===== src/mf_pkg.sv =====
// ----------------------------------------------------------------------------
// mf_pkg
// Types, sizes and register codes shared by the 3x3 median filter.
// ----------------------------------------------------------------------------
`timescale 1ns / 1ps

package mf_pkg;

    localparam int MAX_WIDTH    = 1024;
    localparam int MAX_HEIGHT   = 1024;
    localparam int PIX_W        = 8;
    localparam int SIZE_W       = 11;
    localparam int OUT_COORD_W  = 10;
    localparam int WIN_DIM      = 3;
    localparam int WIN_N        = WIN_DIM * WIN_DIM;
    localparam int WIN_MID      = WIN_N / 2;
    localparam int WIN_HIST     = WIN_N - WIN_DIM;
    localparam int WIN_EDGE     = WIN_DIM - 1;
    localparam int COL_W        = $clog2(MAX_WIDTH);
    localparam int ROW_W        = $clog2(MAX_HEIGHT + 2);
    localparam int CMP_A        = (ROW_W > COL_W + 1) ? ROW_W : COL_W + 1;
    localparam int CMP_W        = (CMP_A > SIZE_W) ? CMP_A : SIZE_W;
    localparam int WIN_IDX_W    = $clog2(WIN_N);
    localparam int CFG_IDX_W    = 1;

    typedef logic [PIX_W-1:0] pix_t;
    typedef pix_t [WIN_N-1:0] win_t;

    typedef enum logic [CFG_IDX_W-1:0] {
        REG_IMAGE_WIDTH  = 1'd0,
        REG_IMAGE_HEIGHT = 1'd1
    } cfg_reg_t;

    typedef struct packed {
        logic [SIZE_W-1:0] width;
        logic [SIZE_W-1:0] height;
    } size_cfg_t;

    typedef struct packed {
        pix_t pixel;
        logic frame_start;
    } pix_in_t;

    typedef struct packed {
        pix_t                   median_value;
        logic [OUT_COORD_W-1:0] centre_row;
        logic [OUT_COORD_W-1:0] centre_col;
        logic                   frame_last;
    } med_out_t;

    typedef struct packed {
        win_t                   pix;
        logic [OUT_COORD_W-1:0] row;
        logic [OUT_COORD_W-1:0] col;
        logic                   last;
    } win_item_t;

endpackage


===== src/mf_median.sv =====
// ----------------------------------------------------------------------------
// mf_median
// Two-stage pipelined median-of-nine compare-exchange network.
// ----------------------------------------------------------------------------
`timescale 1ns / 1ps

module mf_median import mf_pkg::*; (
    input  logic      clk,
    input  logic      rst_n,
    input  logic      advance,
    input  logic      in_valid,
    input  win_item_t in_item,
    output logic      out_valid,
    output med_out_t  out_item
);

    function automatic win_t cx(win_t a, logic [WIN_IDX_W-1:0] i, logic [WIN_IDX_W-1:0] j);
        win_t r;
        pix_t t;
        r = a;
        if (r[i] > r[j])
        begin
            t    = r[i];
            r[i] = r[j];
            r[j] = t;
        end
        return r;
    endfunction

    win_t      v1, v2;
    win_item_t d_item_reg;
    logic      d_valid_reg;
    med_out_t  out_reg;
    logic      out_valid_reg;

    always_comb
    begin
        v1 = in_item.pix;
        v1 = cx(v1, 4'd1, 4'd2);
        v1 = cx(v1, 4'd4, 4'd5);
        v1 = cx(v1, 4'd7, 4'd8);
        v1 = cx(v1, 4'd0, 4'd1);
        v1 = cx(v1, 4'd3, 4'd4);
        v1 = cx(v1, 4'd6, 4'd7);
        v1 = cx(v1, 4'd1, 4'd2);
        v1 = cx(v1, 4'd4, 4'd5);
        v1 = cx(v1, 4'd7, 4'd8);
        v1 = cx(v1, 4'd0, 4'd3);
        v1 = cx(v1, 4'd5, 4'd8);
        v1 = cx(v1, 4'd4, 4'd7);
        v1 = cx(v1, 4'd3, 4'd6);
        v1 = cx(v1, 4'd1, 4'd4);
        v1 = cx(v1, 4'd2, 4'd5);
    end

    always_comb
    begin
        v2 = d_item_reg.pix;
        v2 = cx(v2, 4'd4, 4'd7);
        v2 = cx(v2, 4'd2, 4'd4);
        v2 = cx(v2, 4'd4, 4'd6);
        v2 = cx(v2, 4'd2, 4'd4);
    end

    always_ff @(posedge clk or negedge rst_n)
    begin
        if (!rst_n)
        begin
            d_valid_reg   <= 1'b0;
            out_valid_reg <= 1'b0;
        end
        else if (advance)
        begin
            d_valid_reg   <= in_valid;
            out_valid_reg <= d_valid_reg;
        end
    end

    always_ff @(posedge clk)
    begin
        if (advance && in_valid)
        begin
            d_item_reg.pix  <= v1;
            d_item_reg.row  <= in_item.row;
            d_item_reg.col  <= in_item.col;
            d_item_reg.last <= in_item.last;
        end
        if (advance && d_valid_reg)
        begin
            out_reg.median_value <= v2[WIN_MID];
            out_reg.centre_row   <= d_item_reg.row;
            out_reg.centre_col   <= d_item_reg.col;
            out_reg.frame_last   <= d_item_reg.last;
        end
    end

    assign out_valid = out_valid_reg;
    assign out_item  = out_reg;

endmodule


===== config.mk =====
export PLATFORM = sky130hd
export DESIGN_NAME = mf_median
export DESIGN_NICKNAME = d
export VERILOG_FILES = /design/src/mf_pkg.sv /design/src/mf_median.sv
export SDC_FILE = /design/constraint.sdc
export NUM_CORES = 1
export LEC_CHECK = 0
export ABC_AREA = 1
export BUFFER_PORTS_ARGS = -buffer_cell sky130_fd_sc_hd__buf_2
export CAP_MARGIN = 0
export CORE_UTILIZATION = 30
export CTS_CLUSTER_SIZE = 16
export DETAILED_ROUTE_END_ITERATION = 8
export GPL_TIMING_DRIVEN = 0
export SLEW_MARGIN = 0
export SYNTH_ARGS = -nofsm -noshare
export SYNTH_HDL_FRONTEND = slang
export SYNTH_SLANG_ARGS = --single-unit

===== constraint.sdc =====
create_clock -name clk -period 6.8 [get_ports clk]
set_input_delay 1.36 -clock clk [delete_from_list [all_inputs] [get_ports clk]]
set_output_delay 1.36 -clock clk [all_outputs]
set_load 0.005 [all_outputs]

==> flow_metrics.py, run 1 <==
metrics = {
    "routing": {
        "ant_nets": 0,
        "wirelength_mm": 26.3,
        "vias_per_cell": 4.89,
        "wl_per_cell_um": 13.9,
        "drt_iter0_markers": 401,
        "dr.pass1.iters": 5,
        "route.detailed.drc": 0,
        "via_count": 9218,
    },
    "placed_design": {
        "hpwl_mm": 19.7,
        "place_inst": 1751,
        "place_congestion": 0.883,
        "place_ws_ns": -1.85,
        "port_buffers": 126,
    },
    "die": {
        "floorplan.initialDensity": 0.307,
        "ioPinCount": 127,
        "die_y_um": 174,
        "rows": 62,
        "die_area_mm2": 0.0302,
        "core-area_mm2": 0.0289,
        "die_w_um": 174,
    },
    "timing": {
        "slew_headroom": 0.257,
        "min_period_ns": 7.55,
        "fin_skew_ns": 0.00855,
        "worstMarginPinSlew_ns": 1.11,
        "finalSetupViolCount": 16,
        "worst_slack_ns": -0.747,
        "max_freq_mhz": 132,
        "hold_viol": 0,
        "slew_violations": 0,
        "finalCritPeriodShare": 1.11,
        "rsz0062_at_grt": "yes",
        "worst_hold_slack_ns": 0.420,
    },
    "critical_path": {
        "cp_common_cell": "nand2_2",
        "cp-end-kind": "flop",
        "critPathKind": "primary input to flop",
        "crit_family": "compound AO/OA/AOI/OAI gates",
        "slowest_stage": "a211oi_2",
        "crit_required_ns": 6.89,
        "start_kind": "primary input",
        "crit_arrival_ns": 7.64,
        "crit_buf_inv": 13,
        "path_max_fanout": 8,
        "max_stage_delay_ns": 0.29,
    },
    "run_status": {
        "run_status": "finished, violations left",
        "violations": "negative setup slack",
    },
    "synthesis": {
        "syn_area_per_cell_um2": 7.14,
        "mappedNetlistNets": 1485,
        "synth_warnings": 0,
        "syn_inst": 1240,
        "synth_flop_cell": "edfxtp_1",
        "async_reset_ff_frac": 0.0238,
        "yosys-top-cells-area": "edfxtp_1 28%, ha_1 21%, nand2_1 15%",
        "synth_edf_count": 82,
        "ys_top_cells_by_count": "364 x nand2_1, 185 x o21ai_0, 150 x inv_1",
        "synth_seq_cells": 84,
        "synthesis.area_mm2": 0.00886,
        "post-synth-top-count-cell": "nand2_1",
        "ys_types": 36,
        "synth_top_area_cell": "edfxtp_1",
        "ys_seq_area_frac": 0.284,
        "yosysTopAreaCellShare": 0.278,
    },
    "global_route": {
        "grt_pass1_vias": 8807,
        "gr-max-usage-layer": "met2",
        "grt_usage": 0.167,
        "met2_usage": 0.296,
        "antenna_found_initial": 1,
        "grtUsageMet1": 0.197,
        "grt_max_degree": 33,
        "grt_pass1_wl_mm": 41.2,
        "globalRouteOverflowTotal": 0,
        "gr-usage-met3": 0.0254,
    },
    "layout": {
        "drive_gt1_frac": 0.389,
        "seq_area_mm2": 0.00251,
        "fillers": 2781,
        "fin_nets": 1739,
        "fin_cells": 1884,
        "areaGrowthSynthToFinish_pct": 47.9,
        "multi_input_area_mm2": 0.00718,
        "largest_reg_flops": 53,
    },
    "worst_hold_path": {
        "holdCritPathClass": "flop to flop",
    },
    "clocking": {
        "cts_made_buffers": 9,
        "cts.clk_slew.worst_paths_ns": 0.07,
        "clock-root-buffer": "clkbuf_16",
        "clock_sinks": 84,
        "htreeDepth": 3,
        "cts_tree": "yes",
        "cts-hold-fix-buffers": 0,
        "clock_latency_ns": 0.35,
        "clk_path_buf_depth": 2,
    },
    "job": {
        "max_cap_viol_count": 0,
    },
}
## timing repair
action | CTS | global route
resized for setup | 255 | 155
buffers inserted | 83 | 22
endpoints found under the setup margin | 35 | 36
gates cloned | 9 | 2
pin swaps | 108 | 83
## metal layers
layer  vias to the layer above  part of all wire  wire length (um)
met5                         -                 0                 0
met4                         0             0.042              1090
met3                        59             0.034               883
met2                       191              0.49             13000
met1                      4238              0.43             11300
li1                       4730                 -                 -
## layout by cell type (no fill, tap or decap), drive strengths merged, types with 10 or more instances in the layout
cell type	instances
a211oi	10
a21oi	82
buf	259
nand3	54
inv	155
edfxtp	82
ha	148
clkbuf	23
nand2	391
o21ai	200
nor2	60
## worst reg2reg max path, delay by kind of cell, from the launching register on
family | cells | cell delay, ns
compound gates | 18 | 2.64
fa+ha+maj | 4 | 1.27
buf+inv | 6 | 1.10
flops | 1 | 0.42
simple gates | 8 | 0.53
## area by class of cell
cell class                      instances  share of cell area
Multi-Input combinational cell        972               0.548
Inverter                              154              0.0483
Sequential cell                        84               0.192
Timing Repair Buffer                  241               0.128
Clock inverter                          7             0.00621
Antenna cell                            1            0.000191
Buffer                                 32              0.0235
Tap cell                              384              0.0367
Clock buffer                            9              0.0172
## metrics by stage
step                cell area, um^2  utilization  TNS, ns
global placement              10400        0.359   -42.66
detailed placement            10400        0.360   -43.88
global route                  13100        0.454   -17.52
finish                        13100        0.454   -10.71
floorplan                      9250            -    -9.61
CTS                           12400        0.429    -7.87
## worst paths after layout
kind | cells after the start | slack [ns] | to | start
worst max-delay path | 50 | -0.75 | d_item_reg[53]$_DFFE_PP_ | in_item[82]
worst min-delay path | 0 | 0.42 | out_item[2]$_DFFE_PP_ | d_item_reg[2]$_DFFE_PP_
worst max register to register | 36 | 0.61 | out_item[26]$_DFFE_PP_ | d_item_reg[54]$_DFFE_PP_
worst min register to register | 0 | 0.42 | out_item[2]$_DFFE_PP_ | d_item_reg[2]$_DFFE_PP_
max in group asynchronous | 1 | 5.92 | d_valid_reg$_DFFE_PN0P_ | rst_n
min in group asynchronous | 1 | 0.79 | out_valid$_DFFE_PN0P_ | rst_n
## kinds of logic after synthesis
family                     Yosys count  synth area share
DFF                                 84             0.284
AOI/OAI and AO/OA                  306             0.183
and+or+nand+nor                    516             0.242
buffers and inverters              186            0.0822
adders and majority gates          148             0.209
Power of run 1 is left out: the tool's default activity adds up to more than one toggle a clock period on the data nets, which glitch-free logic cannot reach.
==> inputs of run 2 (changes only) <==
--- a/config.mk
+++ b/config.mk
@@ -6,11 +6,11 @@
 export NUM_CORES = 1
 export LEC_CHECK = 0
 export ABC_AREA = 1
-export BUFFER_PORTS_ARGS = -buffer_cell sky130_fd_sc_hd__buf_2
 export CAP_MARGIN = 0
 export CORE_UTILIZATION = 30
 export CTS_CLUSTER_SIZE = 16
 export DETAILED_ROUTE_END_ITERATION = 8
+export DONT_BUFFER_PORTS = 1
 export GPL_TIMING_DRIVEN = 0
 export SLEW_MARGIN = 0
 export SYNTH_ARGS = -nofsm -noshare
==> flow_metrics.py, run 2 (synthesis results as in run 1) <==
metrics = {
    "global_route": {
        "grt_max_degree": 33,
        "grt_pass1_wl_mm": 39.9,
        "antenna_found_initial": 0,
        "grt_pass1_vias": 8237,
        "grt_usage": 0.162,
        "globalRouteOverflowTotal": 0,
    },
    "routing": {
        "ant_nets": 0,
        "wirelength_mm": 26.6,
        "dr.pass1.iters": 5,
        "via_count": 8869,
        "vias_per_cell": 5.09,
        "wl_per_cell_um": 15.2,
        "route.detailed.drc": 0,
        "drt_iter0_markers": 413,
    },
    "layout": {
        "fin_nets": 1600,
        "fin_cells": 1744,
        "drive_gt1_frac": 0.360,
        "largest_reg_flops": 53,
        "final_common_cell": "nand2_1",
        "layout_common_cells": "278 x nand2_1, 113 x o21ai_0, 110 x inv_1, 98 x ha_1",
        "areaGrowthSynthToFinish_pct": 42.3,
        "n_antenna_cell": 0,
    },
    "worst_hold_path": {
        "holdCritPathClass": "flop to flop",
        "hold_depth": 0,
        "whs_endpoint": "out_item[19]$_DFFE_PP_",
        "worstHoldStart": "d_item_reg[19]$_DFFE_PP_",
    },
    "critical_path": {
        "max_stage_delay_ns": 0.32,
        "critPathLaunch": "in_item[90]",
        "rrSetupSlack_ns": 0.64,
        "slowest_stage": "a32oi_4",
        "start_kind": "primary input",
        "crit_arrival_ns": 7.73,
        "r2r_start": "d_item_reg[60]$_DFFE_PP_",
        "crit_required_ns": 7.00,
        "r2r_cells": 35,
        "cp-end-kind": "flop",
        "timing.rr.end": "out_item[25]$_DFFE_PP_",
        "critPathKind": "primary input to flop",
        "path_max_fanout": 7,
    },
    "die": {
        "die_y_um": 174,
        "core-area_mm2": 0.0289,
        "die_area_mm2": 0.0302,
        "rows": 62,
        "die_w_um": 174,
        "floorplan.initialDensity": 0.307,
        "ioPinCount": 127,
    },
    "clocking": {
        "cts.clk_slew.worst_paths_ns": 0.07,
        "clk_path_buf_depth": 2,
        "clock_latency_ns": 0.34,
        "clock_sinks": 84,
        "cts_made_buffers": 9,
        "cts-hold-fix-buffers": 0,
        "htreeDepth": 3,
        "clock-root-buffer": "clkbuf_16",
        "cts_tree": "yes",
    },
    "timing": {
        "min_period_ns": 7.52,
        "max_freq_mhz": 133,
        "fin_skew_ns": 0.0102,
        "finalSetupViolCount": 16,
        "finalCritPeriodShare": 1.11,
        "worst_hold_slack_ns": 0.415,
        "slew_headroom": 0.233,
        "rsz0062_at_grt": "yes",
        "worstMarginPinSlew_ns": 1.14,
        "slew_violations": 0,
        "hold_viol": 0,
        "worst_slack_ns": -0.724,
    },
    "run_status": {
        "violations": "negative setup slack",
        "run_status": "finished, violations left",
    },
    "placed_design": {
        "place_ws_ns": -1.69,
        "place_inst": 1625,
        "hpwl_mm": 19.4,
        "place_congestion": 0.899,
        "port_buffers": 0,
    },
    "job": {
        "max_cap_viol_count": 0,
    },
}
run 2: worst max-delay path by stage:
stage	endpoint	depth (start not counted)
floorplan	d_item_reg[58]$_DFFE_PP_	45
CTS	d_item_reg[57]$_DFFE_PP_	49
detailed placement	d_item_reg[55]$_DFFE_PP_	46
global placement	d_item_reg[55]$_DFFE_PP_	46
global route	d_item_reg[43]$_DFFE_PP_	55
finish	d_item_reg[41]$_DFFE_PP_	49
run 2: cell type report:
type	count	area [um^2]
multi-input cells	971	7470
clock buffers	9	225
plain buffers	32	293
inverters	154	671
fillers	2745	16200
well taps	384	480
clock inverters	7	76.3
repair buffers	102	876
repair inverters	1	7.51
flip-flops and latches	84	2510
run 2: worst max-delay path: cells and delay by family:
family                   cells  cell delay [ns]
buffers and inverters       14             1.69
adder cells (fa/ha/maj)      5             1.33
AND/OR/NAND/NOR             21             1.80
AO/OA/AOI/OAI                9             1.53
run 2: per-layer routing:
metal / vias up / track usage / part of all wire
met3: 66 / 0.0270 / 0.046
li1: 4460 / - / -
met1: 4103 / 0.193 / 0.41
met4: 0 / 0.0592 / 0.040
met2: 240 / 0.290 / 0.50
met5: - / 0 / 0
run 2: timing repair:
item,CTS,global route
buffers inserted,49,42
setup endpoints to repair,33,33
pin swaps,116,105
gates resized for setup,255,210
cloned,10,2
hold endpoints to repair,0,0
run 2: metrics by stage:
| step | TNS, ns | utilization | area, um^2 |
|---|---|---|---|
| final | -10.27 | 0.437 | 12600 |
| after global routing | -15.25 | 0.437 | 12600 |
| after CTS | -7.98 | 0.397 | 11500 |
| after detailed placement | -39.84 | 0.338 | 9750 |
| after global placement | -36.76 | 0.337 | 9730 |
| after floorplan | -9.61 | - | 9250 |
Power of run 2 is left out for the same reason.
==> inputs of run 3 (changes only) <==
--- a/config.mk
+++ b/config.mk
@@ -12,7 +12,9 @@
 export DETAILED_ROUTE_END_ITERATION = 8
 export DONT_BUFFER_PORTS = 1
 export GPL_TIMING_DRIVEN = 0
+export PLACE_DENSITY = 0.51
 export SLEW_MARGIN = 0
 export SYNTH_ARGS = -nofsm -noshare
 export SYNTH_HDL_FRONTEND = slang
 export SYNTH_SLANG_ARGS = --single-unit
+export TNS_END_PERCENT = 50
==> flow_metrics.py, run 3 (synthesis results as in run 1) <==
metrics = {
    "run_status": {
        "run_status": "finished, violations left",
        "violations": "negative setup slack",
    },
    "layout": {
        "drive_gt1_frac": 0.292,
        "final_common_cell": "nand2_1",
        "areaGrowthSynthToFinish_pct": 33.2,
        "n_antenna_cell": 0,
        "final_area_mm2": 0.0118,
        "layout_common_cells": "308 x nand2_1, 128 x o21ai_0, 114 x inv_1, 110 x ha_1, 82 x edfxtp_1",
        "largest_reg_flops": 53,
        "fin_nets": 1581,
    },
    "die": {
        "die_area_mm2": 0.0302,
        "ioPinCount": 127,
        "core-area_mm2": 0.0289,
        "floorplan.initialDensity": 0.307,
        "die_y_um": 174,
        "rows": 62,
        "die_w_um": 174,
    },
    "timing": {
        "slew_headroom": 0.258,
        "max_freq_mhz": 135,
        "hold_viol": 0,
        "slew_violations": 0,
        "worst_slack_ns": -0.614,
        "tns_ns": -8.52,
        "finalCritPeriodShare": 1.09,
        "fin_skew_ns": 0.00936,
        "worstMarginPinSlew_ns": 1.11,
        "rsz0062_at_grt": "yes",
        "worst_hold_slack_ns": 0.416,
        "finalSetupViolCount": 21,
        "min_period_ns": 7.41,
    },
    "routing": {
        "wl_per_cell_um": 14.7,
        "vias_per_cell": 4.87,
        "ant_nets": 0,
        "dr.pass1.iters": 5,
        "wirelength_mm": 25.3,
        "drt_iter0_markers": 470,
        "via_count": 8406,
        "route.detailed.drc": 0,
    },
    "worst_hold_path": {
        "holdCritPathClass": "flop to flop",
    },
    "critical_path": {
        "path_max_fanout": 7,
        "crit_arrival_ns": 7.61,
        "max_stage_delay_ns": 0.28,
        "r2r_start": "d_item_reg[60]$_DFFE_PP_",
        "start_kind": "primary input",
        "rrSetupSlack_ns": 0.40,
        "critPathLaunch": "in_item[92]",
        "crit_required_ns": 7.00,
        "r2r_cells": 35,
        "slowest_stage": "a211oi_2",
        "cp_common_cell": "inv_2",
        "critPathKind": "primary input to flop",
        "cp-end-kind": "flop",
        "timing.rr.end": "out_item[22]$_DFFE_PP_",
        "crit_end": "d_item_reg[56]$_DFFE_PP_",
    },
    "global_route": {
        "met2_usage": 0.285,
        "grt_pass1_vias": 8067,
        "grt_max_degree": 45,
        "gr-usage-met3": 0.0235,
        "grt_pass1_wl_mm": 39.9,
        "globalRouteOverflowTotal": 0,
        "gr-max-usage-layer": "met2",
        "antenna_found_initial": 0,
        "grtUsageMet1": 0.205,
        "grt_usage": 0.163,
    },
    "placed_design": {
        "place_congestion": 0.871,
        "hpwl_mm": 20.4,
        "port_buffers": 0,
        "place_area_mm2": 0.00975,
    },
    "job": {
        "max_cap_viol_count": 0,
    },
    "clocking": {
        "clk_path_buf_depth": 2,
        "cts_made_buffers": 9,
        "cts.clk_slew.worst_paths_ns": 0.07,
        "clock-root-buffer": "clkbuf_16",
        "clock_latency_ns": 0.34,
        "clock_sinks": 84,
        "htreeDepth": 3,
        "cts_tree": "yes",
    },
}
run 3: area by class of cell:
cell class,count,area [um^2]
Sequential cell,84,2510
Buffer,32,270
Clock buffer,9,225
Fill cell,2942,17100
Multi-Input combinational cell,972,6870
Clock inverter,7,62.6
Timing Repair Buffer,83,706
Inverter,154,674
Tap cell,384,480
run 3: repair_timing:
| action | CTS | global route |
|---|---|---|
| gates cloned | 9 | 0 |
| pin swaps | 80 | 81 |
| setup endpoints to repair | 39 | 32 |
| hold buffers | 0 | 0 |
| resized for setup | 175 | 126 |
| buffers inserted | 48 | 27 |
run 3: critical path: cells and delay by family:
kind	cells	cell delay, ns
simple gates	18	1.49
buf+inv	13	1.36
compound gates	12	2.08
fa+ha+maj	5	1.28
run 3: how the worst min path moves through the flow:
stage	endpoint	cells past startpoint	start
detailed placement	out_item[17]$_DFFE_PP_	0	d_item_reg[17]$_DFFE_PP_
CTS	out_item[17]$_DFFE_PP_	0	d_item_reg[17]$_DFFE_PP_
floorplan	out_item[0]$_DFFE_PP_	0	d_item_reg[0]$_DFFE_PP_
global placement	out_item[11]$_DFFE_PP_	0	d_item_reg[11]$_DFFE_PP_
global route	out_item[17]$_DFFE_PP_	0	d_item_reg[17]$_DFFE_PP_
finish	out_item[16]$_DFFE_PP_	0	d_item_reg[16]$_DFFE_PP_
run 3: routing by layer:
metal	vias up	wire (um)
li1	4399	-
met3	31	892
met4	0	705
met1	3835	11400
met5	-	0
met2	141	12400
run 3: stage by stage:
step / setup WS [ns] / instances / utilization
after floorplan: -0.612 / 1240 / -
after CTS: -0.575 / 1698 / 0.384
after detailed placement: -1.81 / 1625 / 0.338
after global routing: -0.996 / 1725 / 0.409
after global placement: -1.73 / 1624 / 0.337
final: -0.614 / 1725 / 0.409
Power of run 3 is left out for the same reason.
